<file path="src/rtl/core/sum8d_pkg.sv">
package sum8d_pkg;

  typedef enum logic [1:0] {
    PhIdle = 2'd0,
    PhLen  = 2'd1,
    PhPay  = 2'd2,
    PhSum  = 2'd3
  } phase_e;

  typedef enum logic [2:0] {
    KindRaw     = 3'd0,
    KindPayload = 3'd1,
    KindGood    = 3'd2,
    KindBad     = 3'd3,
    KindCleared = 3'd4
  } kind_e;

  localparam logic OpReceive = 1'b0;
  localparam logic OpClear   = 1'b1;

  localparam logic [7:0] HeaderReset = 8'hA0;

  localparam int unsigned OutDataW = 96;

  typedef struct packed {
    phase_e      phase;
    logic [7:0]  payload_length;
    logic [7:0]  bytes_left;
    logic [7:0]  running_sum;
    logic [31:0] good_count;
    logic [31:0] error_count;
  } frame_state_t;

  typedef struct packed {
    kind_e       kind;
    logic [7:0]  out_byte;
    logic [7:0]  frame_length;
    logic [31:0] good_frames;
    logic [31:0] checksum_errors;
    logic [8:0]  held_bytes;
  } result_t;

endpackage

</file>
<file path="src/rtl/core/sum8_length_frame_deframer_unit.sv">
// channel   direction  beat contents
// s_axis    in         tuser: op; tdata: data_byte
// m_axis    out        tuser: kind; tdata: out_byte, frame_length, good_frames,
//                      checksum_errors, held_bytes (lowest first), zero padded
// cfg       in         cfg_data_i: header_value
//
// one input beat per cycle unless m_axis stalls; its result, if any, appears on m_axis the next cycle
// the frame state and the result register are the only stages
// while the result register holds an untaken beat, s_axis waits only if
// m_axis_tready is low as well
// reset clears the frame state and both counters and sets the header to 0xa0
module sum8_length_frame_deframer_unit import sum8d_pkg::*; (
  input  logic                clk_i,
  input  logic                rst_ni,
  input  logic                s_axis_tvalid,
  output logic                s_axis_tready,
  input  logic [7:0]          s_axis_tdata,   // data_byte
  input  logic                s_axis_tuser,   // op
  output logic                m_axis_tvalid,
  input  logic                m_axis_tready,
  output logic [OutDataW-1:0] m_axis_tdata,   // out_byte, frame_length, good_frames,
                                              // checksum_errors, held_bytes, zeros
  output logic [2:0]          m_axis_tuser,   // kind
  input  logic                cfg_valid_i,
  output logic                cfg_ready_o,
  input  logic [7:0]          cfg_data_i
);

  frame_state_t state_q, state_d;
  result_t      res_q, res_d;
  logic         res_valid_d;
  logic         out_valid_q;
  logic [7:0]   header_q;
  logic         in_accept;

  assign s_axis_tready = !out_valid_q || m_axis_tready;
  assign in_accept     = s_axis_tvalid && s_axis_tready;
  assign cfg_ready_o   = 1'b1;

  sum8d_step u_step (
    .state_i     (state_q),
    .header_i    (header_q),
    .op_i        (s_axis_tuser),
    .data_byte_i (s_axis_tdata),
    .state_o     (state_d),
    .res_o       (res_d),
    .res_valid_o (res_valid_d)
  );

  always_ff @(posedge clk_i or negedge rst_ni) begin
    if (!rst_ni) begin
      state_q.phase          <= PhIdle;
      state_q.payload_length <= 8'd0;
      state_q.bytes_left     <= 8'd0;
      state_q.running_sum    <= 8'd0;
      state_q.good_count     <= 32'd0;
      state_q.error_count    <= 32'd0;
      header_q               <= HeaderReset;
      out_valid_q            <= 1'b0;
    end else begin
      if (in_accept) state_q <= state_d;
      if (cfg_valid_i && cfg_ready_o) header_q <= cfg_data_i;
      if (in_accept) begin
        out_valid_q <= res_valid_d;
      end else if (m_axis_tready) begin
        out_valid_q <= 1'b0;
      end
    end
  end

  always_ff @(posedge clk_i) begin
    if (in_accept && res_valid_d) res_q <= res_d;
  end

  assign m_axis_tvalid = out_valid_q;
  assign m_axis_tuser  = res_q.kind;
  assign m_axis_tdata  = {7'd0, res_q.held_bytes, res_q.checksum_errors,
                          res_q.good_frames, res_q.frame_length, res_q.out_byte};

endmodule

</file>
<file path="src/rtl/core/sum8d_step.sv">
module sum8d_step import sum8d_pkg::*; (
  input  frame_state_t state_i,
  input  logic [7:0]   header_i,
  input  logic         op_i,
  input  logic [7:0]   data_byte_i,
  output frame_state_t state_o,
  output result_t      res_o,
  output logic         res_valid_o
);

  logic [7:0] sum_add;
  logic [7:0] left_dec;
  logic [7:0] pay_taken;

  assign sum_add   = state_i.running_sum + data_byte_i;
  assign left_dec  = state_i.bytes_left - 8'd1;
  assign pay_taken = state_i.payload_length - state_i.bytes_left;

  always_comb begin
    state_o     = state_i;
    res_valid_o = 1'b0;
    res_o.kind            = KindRaw;
    res_o.out_byte        = data_byte_i;
    res_o.frame_length    = 8'd0;
    res_o.good_frames     = state_i.good_count;
    res_o.checksum_errors = state_i.error_count;
    res_o.held_bytes      = 9'd0;

    if (op_i == OpClear) begin
      if (state_i.phase != PhIdle) begin
        res_valid_o    = 1'b1;
        res_o.kind     = KindCleared;
        res_o.out_byte = 8'd0;
        case (state_i.phase)
          PhLen: begin
            res_o.held_bytes   = 9'd1;
            res_o.frame_length = 8'd0;
          end
          PhPay: begin
            res_o.held_bytes   = 9'd2 + {1'b0, pay_taken};
            res_o.frame_length = state_i.payload_length;
          end
          default: begin
            res_o.held_bytes   = 9'd2 + {1'b0, state_i.payload_length};
            res_o.frame_length = state_i.payload_length;
          end
        endcase
        state_o.phase          = PhIdle;
        state_o.payload_length = 8'd0;
        state_o.bytes_left     = 8'd0;
        state_o.running_sum    = 8'd0;
      end
    end else begin
      case (state_i.phase)
        PhIdle: begin
          if (data_byte_i == header_i) begin
            state_o.phase       = PhLen;
            state_o.running_sum = data_byte_i;
          end else begin
            res_valid_o = 1'b1;
          end
        end
        PhLen: begin
          state_o.payload_length = data_byte_i;
          state_o.bytes_left     = data_byte_i;
          state_o.running_sum    = sum_add;
          state_o.phase          = (data_byte_i == 8'd0) ? PhSum : PhPay;
        end
        PhPay: begin
          state_o.running_sum = sum_add;
          state_o.bytes_left  = left_dec;
          if (left_dec == 8'd0) state_o.phase = PhSum;
          res_valid_o        = 1'b1;
          res_o.kind         = KindPayload;
          res_o.frame_length = state_i.payload_length;
          // one more payload byte than were taken before this beat
          res_o.held_bytes   = 9'd3 + {1'b0, pay_taken};
        end
        default: begin
          res_valid_o        = 1'b1;
          res_o.frame_length = state_i.payload_length;
          if (state_i.running_sum == data_byte_i) begin
            state_o.good_count = state_i.good_count + 32'd1;
            res_o.kind         = KindGood;
          end else begin
            state_o.error_count = state_i.error_count + 32'd1;
            res_o.kind          = KindBad;
          end
          res_o.good_frames      = state_o.good_count;
          res_o.checksum_errors  = state_o.error_count;
          state_o.phase          = PhIdle;
          state_o.payload_length = 8'd0;
          state_o.bytes_left     = 8'd0;
          state_o.running_sum    = 8'd0;
        end
      endcase
    end
  end

endmodule

</file>
<file path="config.mk">
export PLATFORM = sky130hd
export DESIGN_NAME = sum8_length_frame_deframer_unit
export DESIGN_NICKNAME = d
export VERILOG_FILES = /design/src/rtl/core/sum8d_pkg.sv /design/src/rtl/core/sum8_length_frame_deframer_unit.sv /design/src/rtl/core/sum8d_step.sv
export SDC_FILE = /design/constraint.sdc
export NUM_CORES = 1
export LEC_CHECK = 0
export BUFFER_PORTS_ARGS = -buffer_cell sky130_fd_sc_hd__buf_2
export CAP_MARGIN = 0
export CORE_AREA = 2 2 151 153
export CTS_BUF_LIST = sky130_fd_sc_hd__clkbuf_4 sky130_fd_sc_hd__clkbuf_8
export DETAILED_ROUTE_END_ITERATION = 10
export DIE_AREA = 0 0 153 155
export GPL_TIMING_DRIVEN = 0
export PLACE_DENSITY_LB_ADDON = 0.3
export RECOVER_POWER = 50
export SLEW_MARGIN = 20
export SYNTH_ARGS = -nofsm -noshare
export SYNTH_HDL_FRONTEND = slang
export SYNTH_SLANG_ARGS = --single-unit
</file>
<file path="constraint.sdc">
create_clock -name clk_i -period 15.5 [get_ports clk_i]
set_clock_uncertainty 0.05 [all_clocks]
set_input_delay 3.1 -clock clk_i [delete_from_list [all_inputs] [get_ports clk_i]]
set_output_delay 3.1 -clock clk_i [all_outputs]
set_load 0.01 [all_outputs]
</file>
==> impl_metrics.csv, run 1 <==
group,metric,value,unit
synth,yosysWarnings,0,
detailed_routing,drt-initial-drc-count,361,
die,die_w,153,um
min_path,hp-class,"reg2reg",
clock_network,cts_buffers,17,
finish,finalNonFillerCells,1341,
detailed_routing,ant_nets,0,
timing,slew_headroom,-91.26,%
timing,period_share,46.72,%
detailed_routing,wirelength,20820,um
synth,syn_area_per_cell,10.87,um^2
synth,syn_area,9786,um^2
global_route,antenna_found_initial,1,
placement,dp_hpwl,15010,um
detailed_routing,num_vias,6873,
setup_path,crit_cells,2,
finish,drive_gt1_share,9.754,%
clock_network,cts_setup_buffers,0,
placement,io_buffers,113,
clock_network,htree_num_levels,4,
power_and_ir_drop,total_power,1.694,mW
flow_run,cap_violations,2,
clock_network,clk_path_buf_depth,2,
setup_path,critPathMostFrequentCell,"clkbuf_1",
setup_path,worst_setup_path_start_kind,"primary input",
setup_path,cp.arrival,7150,ps
setup_path,reg2reg_depth,10,
synth,ys_dominant_reg_cell,"dfrtp_1",
timing,finalSetupTns,0,ps
clock_network,clkTransAtPathRegs,100,ps
setup_path,required,15410,ps
clock_network,clock-root-buffer,"clkbuf_8",
setup_path,rr_startpoint,"state_q[72]$_DFFE_PN0P_",
synth,synth_top_area_share,28.23,%
synth,async_flop_share,51.83,%
clock_network,postCtsHoldBufs,0,
setup_path,reg2reg_to,"m_axis_tdata[88]$_DFFE_PP_",
status,violations,"max-capacitance violations, max-slew violations",
timing,clock.fmax,138.1,MHz
setup_path,critPathBufInv,2,
setup_path,timing.critical_path.from,"rst_ni",
setup_path,crit_family,"buffers and inverters",
synth,synth-seq-cells,191,
setup_path,setup.worst_path.end,"state_q[64]$_DFFE_PN0P_",
timing,setup_viol_count_final,0,
finish,fin_nets,1091,
clock_network,clock_latency,470,ps
clock_network,clock_sinks,191,
placement,gp_congestion,0.8434,
min_path,whs_path_depth,1,
timing,final-hold-violation-count,0,
setup_path,critPathKind,"in2async",
die,core,22230,um^2
die,ioPinCount,124,
die,rows,55,
detailed_routing,first_pass_iters,9,
setup_path,crit_fanout,53,
synth,ys_types,64,
die,die_area,23720,um^2
finish,synthToLayoutAreaGrowth,13.81,%
finish,n_antenna_cell,0,
timing,worst_slew_pin_slew,2869,ps
clock_network,ctsResizeCount,0,
global_route,grt_pass1_vias,6679,
clock_network,cts_tree,"yes",
power_and_ir_drop,p_per_area,152.1,nW/um^2
timing,finalMaxSlewViolations,102,
placement,placed_cells,1309,
status,status,"finished, violations left",
setup_path,cp_slowest_cell,"clkbuf_1",
global_route,track_usage,18.09,%
setup_path,worstPathCellList,"clkbuf_1, clkbuf_1",
die,chipHeight,155,um
finish,fin_area,11140,um^2
detailed_routing,wl_per_cell,15.53,um
synth,yosysSeqAreaShare,53.57,%
setup_path,worst-r2r-setup-slack,12130,ps
detailed_routing,route.detailed.drc,0,
placement,placed_area,10890,um^2
setup_path,max_stage_delay,2140,ps
synth,ys_top_cells_by_area,"edfxtp_1 (28%), dfrtp_1 (25%), xor2_1 (7.2%)",
global_route,globalRoute.totalOverflow,0,
synth,synth_area_leader_cell,"edfxtp_1",
synth,synth.most_common_cell,"nand2_1",
synth,synth_common_cells,"nand2_1 (110), dfrtp_1 (97), edfxtp_1 (92)",
timing,min_period,7242,ps
synth,syn_inst,900,
power_and_ir_drop,p_leak,4.618,nW
global_route,grt_pass1_wl,34170,um
synth,synth_edf_count,92,
die,initial_core_util,44.02,%
power_and_ir_drop,peakVddDrop,77.92,uV
detailed_routing,via_per_inst,5.125,
setup_path,endpoint_kind,"asynchronous set/reset pin",
timing,rsz0062_at_grt,"false",
finish,fin_util,50.10,%
global_route,grt_max_degree,54,
-- report_power, final --
group | switching, mW | internal [mW] | total [mW]
logic | 0.413 | 0.252 | 0.665
registers | 0.0485 | 0.647 | 0.695
clock network | 0.194 | 0.140 | 0.334
-- area by class of cell --
type	instances	area [um^2]
Buffer	43	203.9
Clock buffer	19	255.2
Clock inverter	13	145.1
Fill cell	2080	11090
Inverter	24	90.09
Multi-Input combinational cell	648	4283
Sequential cell	191	5243
Tap cell	285	356.6
Timing Repair Buffer	118	560.5
-- placed cells by master, fill, tap and decap left out, drive strengths merged, types with 11 or more instances in the layout --
| master | netlist | routed |
|---|---|---|
| a21oi | 11 | 11 |
| and2 | 19 | 19 |
| and3 | 17 | 17 |
| buf | 18 | 40 |
| clkbuf | 25 | 140 |
| dfrtp | 97 | 97 |
| edfxtp | 92 | 92 |
| ha | 24 | 24 |
| inv | 24 | 30 |
| mux2 | 11 | 11 |
| nand2 | 113 | 113 |
| nand3 | 31 | 31 |
| nand4 | 13 | 13 |
| nor2 | 76 | 76 |
| nor3 | 12 | 12 |
| o21ai | 33 | 33 |
| o22ai | 12 | 12 |
| xnor2 | 78 | 78 |
| xor2 | 80 | 80 |
-- per-stage QoR --
stage,setup slack [ps],hold WS (ps)
detailed placement,8801,421.1
global placement,4130,418.9
global route,7107,471.8
finish,8258,440.3
CTS,8800,444.4
floorplan,6756,402.6
-- state kept, by name, summed over array words and instances (netlist names) --
name / flops
state_q: 90
m_axis_tdata: 89
header_q: 8
m_axis_tuser: 3
m_axis_tvalid: 1
-- worst reg2reg max path, stage by stage (launching register included) --
cell and delay, ps:
dfrtp_1 500, ha_1 220, inv_1 50, fa_1 450, a211oi_2 340, nor2_1 110
nor2_1 280, nand2_1 130, or4_1 530, or4_1 420, o31ai_1 90
-- cells by family after synthesis --
family	count (synthesis)	synth area share (%)
simple gates	336	17.06
flops	191	53.57
xor+xnor	158	14.14
compound gates	104	6.891
buf+inv	67	3.005
fa+ha+maj	26	3.478
mux	16	1.777
other cells	2	0.07675
-- layer usage --
layer  share of wire (%)  vias up  track usage [%]
met1                  47     3236            24.96
li1                    -     3394                -
met3                 5.3       30            3.454
met4                 1.6        2            5.203
met2                  46      211            29.38
met5               0.062        -                0
-- worst min path at each step --
stage / start / end / slack, ps
2_1_floorplan: state_q[64]$_DFFE_PN0P_ / state_q[64]$_DFFE_PN0P_ / 400
3_3_place_gp: state_q[68]$_DFFE_PN0P_ / state_q[68]$_DFFE_PN0P_ / 420
3_5_place_dp: state_q[69]$_DFFE_PN0P_ / state_q[69]$_DFFE_PN0P_ / 420
4_1_cts: state_q[31]$_DFFE_PN0P_ / state_q[31]$_DFFE_PN0P_ / 440
5_1_grt: state_q[68]$_DFFE_PN0P_ / state_q[68]$_DFFE_PN0P_ / 470
6_report: state_q[31]$_DFFE_PN0P_ / state_q[31]$_DFFE_PN0P_ / 440
(Power assumes the default switching activity.)
==> inputs of run 2 (changes only) <==
- ABC_AREA: default -> 1
- CORE_AREA: 2 2 151 153 -> 2 2 154 156
- DIE_AREA: 0 0 153 155 -> 0 0 156 158
- clock period: 15.5 -> 6.5 ns (I/O delays scaled with it)
==> impl_metrics.csv, run 2 <==
group,metric,value,unit
global_route,grt_pass1_wl,40260,um
setup_path,worstPathCellList,"clkbuf_1, ha_1, nor2_1, nand2_1, nor2_1, nand2_1, nor2_1, nand2_2, nor3_2, nand2_1, o21ai_1, inv_1",
synth,syn_area,10150,um^2
finish,mostFrequentLayoutCell,"nand2_1",
clock_network,cts_buffers,17,
finish,fin_area,11470,um^2
die,ioPinCount,124,
die,die_w,156,um
setup_path,crit_family,"simple AND/OR/NAND/NOR gates",
detailed_routing,via_per_inst,5.131,
clock_network,clock-root-buffer,"clkbuf_8",
die,core,23050,um^2
global_route,grt_max_degree,75,
setup_path,critPathBufInv,2,
timing,rsz0062_at_grt,"false",
status,status,"finished, violations left",
setup_path,crit_fanout,8,
power_and_ir_drop,p_per_area,387.1,nW/um^2
global_route,grt_pass1_vias,7846,
placement,io_buffers,114,
timing,slew_headroom,-7.077,%
flow_run,cap_violations,1,
synth,yosysWarnings,0,
power_and_ir_drop,peakVddDrop,165.4,uV
timing,final-hold-violation-count,0,
synth,synth_area_leader_cell,"edfxtp_1",
synth,synth.most_common_cell,"nand2_1",
finish,synthToLayoutAreaGrowth,13.01,%
clock_network,clock_sinks,191,
synth,syn_area_per_cell,8.589,um^2
power_and_ir_drop,p_leak,5.129,nW
synth,synth-seq-cells,191,
setup_path,required,6690,ps
clock_network,cts_setup_buffers,0,
finish,n_antenna_cell,0,
detailed_routing,first_pass_iters,5,
timing,worst_slew_pin_slew,1606,ps
timing,finalMaxSlewViolations,26,
die,chipHeight,158,um
timing,period_share,61.47,%
synth,async_flop_share,51.83,%
clock_network,clk_path_buf_depth,2,
placement,dp_hpwl,18420,um
finish,max_flop_register,"state_q",
min_path,hp-class,"reg2reg",
synth,synth_edf_count,92,
global_route,globalRoute.totalOverflow,0,
timing,clock.fmax,250.3,MHz
finish,fin_nets,1375,
die,rows,56,
global_route,track_usage,21.07,%
die,die_area,24650,um^2
finish,final_cell_mix,"nand2_1 (343), inv_1 (153), clkbuf_1 (119), dfrtp_1 (97), edfxtp_1 (92)",
detailed_routing,ant_nets,0,
detailed_routing,route.detailed.drc,0,
clock_network,clock_latency,480,ps
finish,fillers,2244,
synth,yosysSeqAreaShare,51.64,%
synth,ys_dominant_reg_cell,"dfrtp_1",
finish,largest_register_ffs,90,
clock_network,htree_num_levels,4,
synth,syn_inst,1182,
setup_path,max_stage_delay,720,ps
placement,gp_congestion,0.8876,
timing,min_period,3996,ps
synth,synth_common_cells,"nand2_1 (341), inv_1 (153), dfrtp_1 (97)",
synth,ys_top_cells_by_area,"edfxtp_1 (27%), dfrtp_1 (24%), nand2_1 (13%)",
detailed_routing,wl_per_cell,15.44,um
detailed_routing,num_vias,8364,
die,initial_core_util,44.04,%
placement,placed_area,11260,um^2
synth,ys_types,48,
synth,synth_top_area_share,27.21,%
finish,fin_util,49.77,%
clock_network,cts_tree,"yes",
clock_network,clkTransAtPathRegs,110,ps
clock_network,postCtsHoldBufs,0,
global_route,antenna_found_initial,0,
clock_network,ctsResizeCount,0,
timing,whs,446.8,ps
detailed_routing,wirelength,25170,um
setup_path,cp_slowest_cell,"nor2_1",
detailed_routing,drt-initial-drc-count,696,
timing,setup_viol_count_final,0,
setup_path,cp.arrival,4190,ps
finish,drive_gt1_share,7.239,%
setup_path,worst_setup_path_start_kind,"primary input",
setup_path,endpoint_kind,"register",
setup_path,critPathKind,"in2reg",
status,violations,"max-capacitance violations, max-slew violations",
-- run 2: cell count changes after synthesis, moves of 9 or more --
cell | before | now
xor2_1 | 80 | 41
nand3_1 | 31 | 83
o21ai_0 | 32 | 77
and4_1 | 9 | 0
nand4_1 | 12 | 35
mux2_2 | 11 | 1
o31ai_1 | 10 | 0
xnor2_1 | 78 | 4
nor3_1 | 11 | 23
nand2_1 | 110 | 341
inv_1 | 24 | 153
nand2b_1 | 10 | 1
and2_1 | 19 | 7
and3_1 | 17 | 0
-- run 2: cell families after synthesis --
| group | Yosys count | synth area share (%) |
|---|---|---|
| AND/OR/NAND/NOR | 602 | 26.55 |
| multiplexers | 1 | 0.1109 |
| buffers and inverters | 189 | 7.308 |
| adder cells (fa/ha/maj) | 26 | 3.352 |
| AO/OA/AOI/OAI | 124 | 6.766 |
| other | 2 | 0.07397 |
| XOR/XNOR | 47 | 4.203 |
| flip-flops | 191 | 51.64 |
-- run 2: cell type report --
cell class | instances | area (um^2) | area share, %
Buffer | 33 | 155.1 | 1.352
Clock buffer | 20 | 256.5 | 2.236
Sequential cell | 191 | 5243 | 45.69
Inverter | 156 | 585.6 | 5.104
Clock inverter | 12 | 132.6 | 1.156
Multi-Input combinational cell | 808 | 4160 | 36.26
Timing Repair Buffer | 120 | 578.1 | 5.038
Tap cell | 290 | 362.8 | 3.162
-- run 2: final timing paths --
path	slack, ps	cells past startpoint	to	start
max in group asynchronous	4150	2	state_q[3]$_DFFE_PN0P_	rst_ni
hold / removal	450	2	state_q[68]$_DFFE_PN0P_	state_q[68]$_DFFE_PN0P_
hold reg to reg	450	2	state_q[68]$_DFFE_PN0P_	state_q[68]$_DFFE_PN0P_
setup / recovery	2500	12	m_axis_tdata[25]$_DFFE_PP_	s_axis_tdata[4]
setup reg to reg	3180	11	m_axis_tdata[25]$_DFFE_PP_	state_q[68]$_DFFE_PN0P_
min in group asynchronous	1160	1	header_q[0]$_DFFE_PN0P_	rst_ni
-- run 2: worst reg2reg max path, cell delays in order (launching register included) --
cell     delay [ps]
dfrtp_1         390
ha_1            350
nor2_1          130
nand2_1          60
nor2_1          220
nand2_1         260
nor2_1          720
nand2_2         290
nor3_2          230
nand2_1         110
o21ai_1         190
inv_1            70
-- run 2: stage by stage --
| stage | instances | setup TNS [ps] | worst slack [ps] | power, mW |
|---|---|---|---|---|
| after global routing | 1630 | 0 | 2353 | 4.784 |
| after global placement | 1592 | -28780 | -317.4 | 3.654 |
| after CTS | 1630 | 0 | 3273 | 4.514 |
| final | 1630 | 0 | 2504 | 4.441 |
| after detailed placement | 1598 | 0 | 2757 | 3.719 |
| after floorplan | 1188 | 0 | 1362 | 3.099 |
-- run 2: routing by layer --
layer  share of wire, %  up-vias  wire length, um  global-route usage [%]
li1                   -     4139                -                       -
met1                 48     3890            11960                   29.99
met2                 45      296            11330                   33.10
met3                5.4       39             1362                   3.340
met4                2.0        0              515                   6.946
met5                  0        -                0                       0
-- run 2: where the power goes --
group	total, mW	leakage [nW]	switching [mW]	internal (mW)
clock network	0.785	0.188	0.458	0.327
logic	1.76	2.71	1.19	0.567
registers	1.89	2.23	0.201	1.69
